==> src/rtl/core/fbpa_pkg.sv <==
`timescale 1ns / 1ps
// ----------------------------------------------------------------------------
// Block pool allocator package
// Shared widths, codes, divider interface types and the block count clamp.
// ----------------------------------------------------------------------------
package fbpa_pkg;

  localparam int KIND_W    = 2;
  localparam int BYTES_W   = 29;
  localparam int OFF_W     = 40;
  localparam int CNT_W     = 13;
  localparam int STATUS_W  = 3;
  localparam int CFG_IDX_W = 2;
  localparam int DIV_STEPS = 40;
  localparam int DIV_CNT_W = 6;

  localparam logic [KIND_W-1:0] KIND_ALLOC = 2'd0;
  localparam logic [KIND_W-1:0] KIND_FREE  = 2'd1;
  localparam logic [KIND_W-1:0] KIND_RESET = 2'd2;

  localparam logic [STATUS_W-1:0] ST_OK       = 3'd0;
  localparam logic [STATUS_W-1:0] ST_EMPTY    = 3'd1;
  localparam logic [STATUS_W-1:0] ST_TOO_BIG  = 3'd2;
  localparam logic [STATUS_W-1:0] ST_ALIGN    = 3'd3;
  localparam logic [STATUS_W-1:0] ST_BAD_FREE = 3'd4;

  localparam logic [CFG_IDX_W-1:0] CFG_BLOCK_BYTES   = 2'd0;
  localparam logic [CFG_IDX_W-1:0] CFG_BLOCKS_IN_USE = 2'd1;

  localparam logic [BYTES_W-1:0] BB_RESET  = 29'd65536;
  localparam logic [CNT_W-1:0]   BIU_RESET = 13'd4096;

  typedef struct packed {
    logic               start;
    logic [OFF_W-1:0]   dividend;
    logic [BYTES_W-1:0] divisor;
  } div_req_t;

  typedef struct packed {
    logic               done;
    logic [OFF_W-1:0]   quotient;
    logic [BYTES_W-1:0] remainder;
  } div_rsp_t;

  function automatic logic [31:0] clamp_count(input logic [CNT_W-1:0] biu,
                                              input logic [31:0] maxb);
    logic [31:0] v;
    v = 32'(biu);
    if (v == 32'd0) begin
      return 32'd1;
    end
    if (v > maxb) begin
      return maxb;
    end
    return v;
  endfunction

endpackage

==> src/rtl/core/fbpa_div.sv <==
`timescale 1ns / 1ps
// ----------------------------------------------------------------------------
// Block pool serial divider
// Restoring divider, one quotient bit per cycle over the full dividend width.
// ----------------------------------------------------------------------------
module fbpa_div (
  input  logic              clk,
  input  logic              rst_n,
  input  fbpa_pkg::div_req_t req,
  output fbpa_pkg::div_rsp_t rsp
);

  logic                            busy_r;
  logic                            done_r;
  logic [fbpa_pkg::DIV_CNT_W-1:0]  step_r;
  logic [fbpa_pkg::OFF_W-1:0]      dvd_r;
  logic [fbpa_pkg::BYTES_W-1:0]    rem_r;
  logic [fbpa_pkg::BYTES_W-1:0]    dvs_r;

  logic [fbpa_pkg::BYTES_W:0]      trial;
  logic                            ge;

  assign trial = {rem_r, dvd_r[fbpa_pkg::OFF_W-1]};
  assign ge    = trial >= {1'b0, dvs_r};

  always_ff @(posedge clk) begin
    if (!rst_n) begin
      busy_r <= 1'b0;
      done_r <= 1'b0;
      step_r <= '0;
    end else begin
      done_r <= 1'b0;
      if (req.start) begin
        busy_r <= 1'b1;
        step_r <= '0;
      end else if (busy_r) begin
        step_r <= step_r + 1'b1;
        if (step_r == fbpa_pkg::DIV_CNT_W'(fbpa_pkg::DIV_STEPS - 1)) begin
          busy_r <= 1'b0;
          done_r <= 1'b1;
        end
      end
    end
  end

  always_ff @(posedge clk) begin
    if (req.start) begin
      dvd_r <= req.dividend;
      rem_r <= '0;
      dvs_r <= req.divisor;
    end else if (busy_r) begin
      dvd_r <= {dvd_r[fbpa_pkg::OFF_W-2:0], ge};
      rem_r <= ge ? fbpa_pkg::BYTES_W'(trial - {1'b0, dvs_r})
                  : trial[fbpa_pkg::BYTES_W-1:0];
    end
  end

  assign rsp.done      = done_r;
  assign rsp.quotient  = dvd_r;
  assign rsp.remainder = rem_r;

endmodule

==> config.mk <==
export PLATFORM = sky130hd
export DESIGN_NAME = fbpa_div
export DESIGN_NICKNAME = d
export VERILOG_FILES = /design/src/rtl/core/fbpa_pkg.sv /design/src/rtl/core/fbpa_div.sv
export SDC_FILE = /design/constraint.sdc
export NUM_CORES = 1
export LEC_CHECK = 0
export BUFFER_PORTS_ARGS = -buffer_cell sky130_fd_sc_hd__buf_2
export CORE_MARGIN = 1.5
export CORE_UTILIZATION = 38
export CTS_CLUSTER_DIAMETER = 30
export DETAILED_ROUTE_END_ITERATION = 12
export PLACE_DENSITY_LB_ADDON = 0.1
export SETUP_SLACK_MARGIN = 0.3
export SLEW_MARGIN = 20
export SYNTH_ARGS = -nofsm -noshare
export SYNTH_HDL_FRONTEND = slang
export SYNTH_SLANG_ARGS = --single-unit
==> constraint.sdc <==
create_clock -name clk -period 4.95 [get_ports clk]
set_input_delay 0.99 -clock clk [delete_from_list [all_inputs] [get_ports clk]]
set_output_delay 0.99 -clock clk [all_outputs]
set_load 0.02 [all_outputs]
==> results.toml <==
[synth]
syn_area_um2 = 5830
synth_top_area_share_pct = 35.5
synth_compound_area_share_pct = 15.2
yosysMostFrequentCell = "edfxtp_1"
synthMuxAreaShare_pct = 9.54
avgSynthCellArea_um2 = 10.6
synth.ff_latch_count = 106
synth_cell_types = 55
synthFlopType = "edfxtp_1"
synthSimpleGateAreaFrac_pct = 11.6
async_flop_share_pct = 0
ys_seq_area_share_pct = 48.2
synth_top_area_cell = "edfxtp_1"
syn_inst = 552
syn_nets = 655
synth_commonest_cells = "edfxtp_1, nor2_1, nand2_1"
synthXorXnorAreaFrac_pct = 4.20
synth_fa_ha_area_share_pct = 6.78
yosysWarnings = 0
synth_edf_count = 69
ys_top_cells_by_area = "edfxtp_1, dfxtp_1, mux2_2"
synth_top_family_by_area = "compound AO/OA/AOI/OAI gates"

[critical_path]
cp-end-kind = "flop"
cp_max_fo = 22
r2r_start = "dvd_r[39]"
reg2reg_depth = 14
reg2reg_slack_ns = 1.76
cp.arrival_ns = 3.47
criticalPathCategory = "reg -> reg"
cp-start-kind = "flop"
cp.required_ns = 5.23
r2r-end = "rem_r[0]"

[route]
via_per_inst = 5.24
ant_nets = 0
drc_errors = 0
totalWireLength_um = 14100
wire_per_inst_um = 16.0
firstDrtPassIters = 5
drt_iter0_drc = 246
vias = 4613

[timing]
finalCritPeriodShare_pct = 64.5
rsz0062_at_grt = "false"
min_period_ns = 3.19
setup_slack_ns = 1.76
setup_viol = 0
maxSlewHeadroom_pct = 39.8
drv_slew = 0
worst-slew-pin-transition_ns = 0.899
fmax_mhz = 313
fin_tns_setup_ns = 0
hold_viol = 0
skew_ns = 0.0162

[place]
io_buffer_count = 141
placed_cells = 864
dp_hpwl_um = 10400
place_ws_ns = 1.74
place.gp.congestion = 0.830

[cts]
root_buffer = "clkbuf_16"
post_cts_buffers = 0
numClockSinks = 106
post_cts_resized = 0
cts_tree = "done"
cts_made_buffers = 9
clkLatencyLatePin_ns = 0.36
htree_levels = 3
cts-hold-fix-buffers = 0
path_clk_slew_ns = 0.07
cts_buffer_depth = 2

[floorplanning]
die_h_um = 127
io_pins = 142
die_area_um2 = 16100
coreArea_um2 = 15100
die_w_um = 127
num_rows = 45
initial_utilization_pct = 38.7

[finish]
final_layout_size_suffix_gt1_share_pct = 32.4
multi_input_area_um2 = 2760
area.sequential_um2 = 2810
n_fill_cell = 1476
syn2layout_area_growth_pct = 19.7
finalNonFillerCells = 880
fin_nets = 790
antennaDiodeCount = 0

[global_routing]
grt_first_pass_wirelength_um = 23000
grt_max_degree = 56
grt_pass1_vias = 4655
track_usage_pct = 18.0
overflow = 0
antenna_found_initial = 0

[hold_path]
holdPathStages = 2
worstHoldEndpoint = "rem_r[5]"
hold_start = "rem_r[5]"
min_path_type = "reg -> reg"

[pwr]
power_density_nw_per_um2 = 333
total_power_uw = 2330
ir_drop_mv = 0.190
p_leak_uw = 0.00300

[flow_run]
drv_cap = 0

[run_status]
status = "finished, final reports clean"
placed cells by master, fill, tap and decap left out, drive strengths merged, types with 2 or more instances in the layout:
| cell type | instances |
|---|---|
| buf | 146 |
| edfxtp | 69 |
| o21ai | 32 |
| a21o | 11 |
| xnor2 | 17 |
| a32oi | 8 |
| nand3 | 7 |
| a211oi | 5 |
| a21oi | 44 |
| o31ai | 3 |
| ha | 30 |
| mux2 | 42 |
| xor2 | 11 |
| nand2 | 54 |
| mux2i | 8 |
| and2 | 2 |
| o21bai | 4 |
| nor4 | 3 |
| clkbuf | 9 |
| or3 | 2 |
| nor2b | 4 |
| clkinv | 3 |
| a311oi | 13 |
| inv | 43 |
| nand4b | 2 |
| nor3 | 8 |
| nor2 | 49 |
| dfxtp | 37 |
| nand2b | 5 |
| nand4 | 9 |
| a31oi | 4 |
worst max path at each step:
| stage | from | end | depth (start not counted) |
|---|---|---|---|
| finish | dvd_r[39] | rem_r[0] | 14 |
| global route | dvd_r[39] | rem_r[0] | 14 |
| CTS | dvd_r[39] | rem_r[0] | 14 |
| detailed placement | dvd_r[39] | rem_r[0] | 14 |
| global placement | dvd_r[39] | rem_r[0] | 14 |
| floorplan | dvd_r[39] | dvd_r[0] | 13 |
area by class of cell:
type	count	share of cell area, %
Timing Repair Buffer	146	10.7
Tap cell	188	3.37
Sequential cell	106	40.3
Clock inverter	7	0.842
Inverter	39	2.10
Clock buffer	9	3.22
Multi-Input combinational cell	385	39.5
flip-flops by register name (all words and copies together), names as in the netlist:
| signal | cells |
|---|---|
| busy_r | 1 |
| done_r | 1 |
| dvd_r | 40 |
| dvs_r | 29 |
| rem_r | 29 |
| step_r | 6 |
cells by family (layout without fill, tap and decap cells):
family,count (synthesis),after routing
compound gates,130,130
xor+xnor,28,28
fa+ha+maj,31,31
buf+inv,61,201
flops,106,106
mux,50,50
simple gates,146,146
critical path, cell delays in order (launching register included):
cell and delay [ns]:
edfxtp_1 0.38, inv_1 0.09, ha_1 0.16, inv_1 0.05, fa_1 0.42, a21oi_2 0.20, nor2_1 0.06, o31ai_1 0.23
a21o_2 0.23, o21bai_4 0.08, a21oi_2 0.24, o21a_1 0.14, buf_4 0.29, mux2_4 0.34, a211oi_2 0.19
stage by stage:
| step | cell area [um^2] | hold WS, ns | utilization (%) |
|---|---|---|---|
| 2_1_floorplan | 5830 | 0.458 | - |
| 3_3_place_gp | 6700 | 0.470 | 44.4 |
| 3_5_place_dp | 6700 | 0.481 | 44.4 |
| 4_1_cts | 6980 | 0.492 | 46.3 |
| 5_1_grt | 6980 | 0.530 | 46.3 |
| 6_report | 6980 | 0.493 | 46.3 |
power by group:
part / internal (uW) / switching, uW / leakage (uW)
sequential: 1030 / 42.6 / 0.000989
combinational: 219 / 338 / 0.00187
clock: 352 / 350 / 0.000141
metal layers:
layer / vias up / part of all wire [%] / track usage (%)
met4: 0 / 1.3 / 5.35
met5: - / 0 / 0
met3: 12 / 7.2 / 5.82
li1: 2282 / - / -
met1: 2187 / 45 / 22.3
met2: 132 / 47 / 30.1
(Power assumes the default switching activity.)
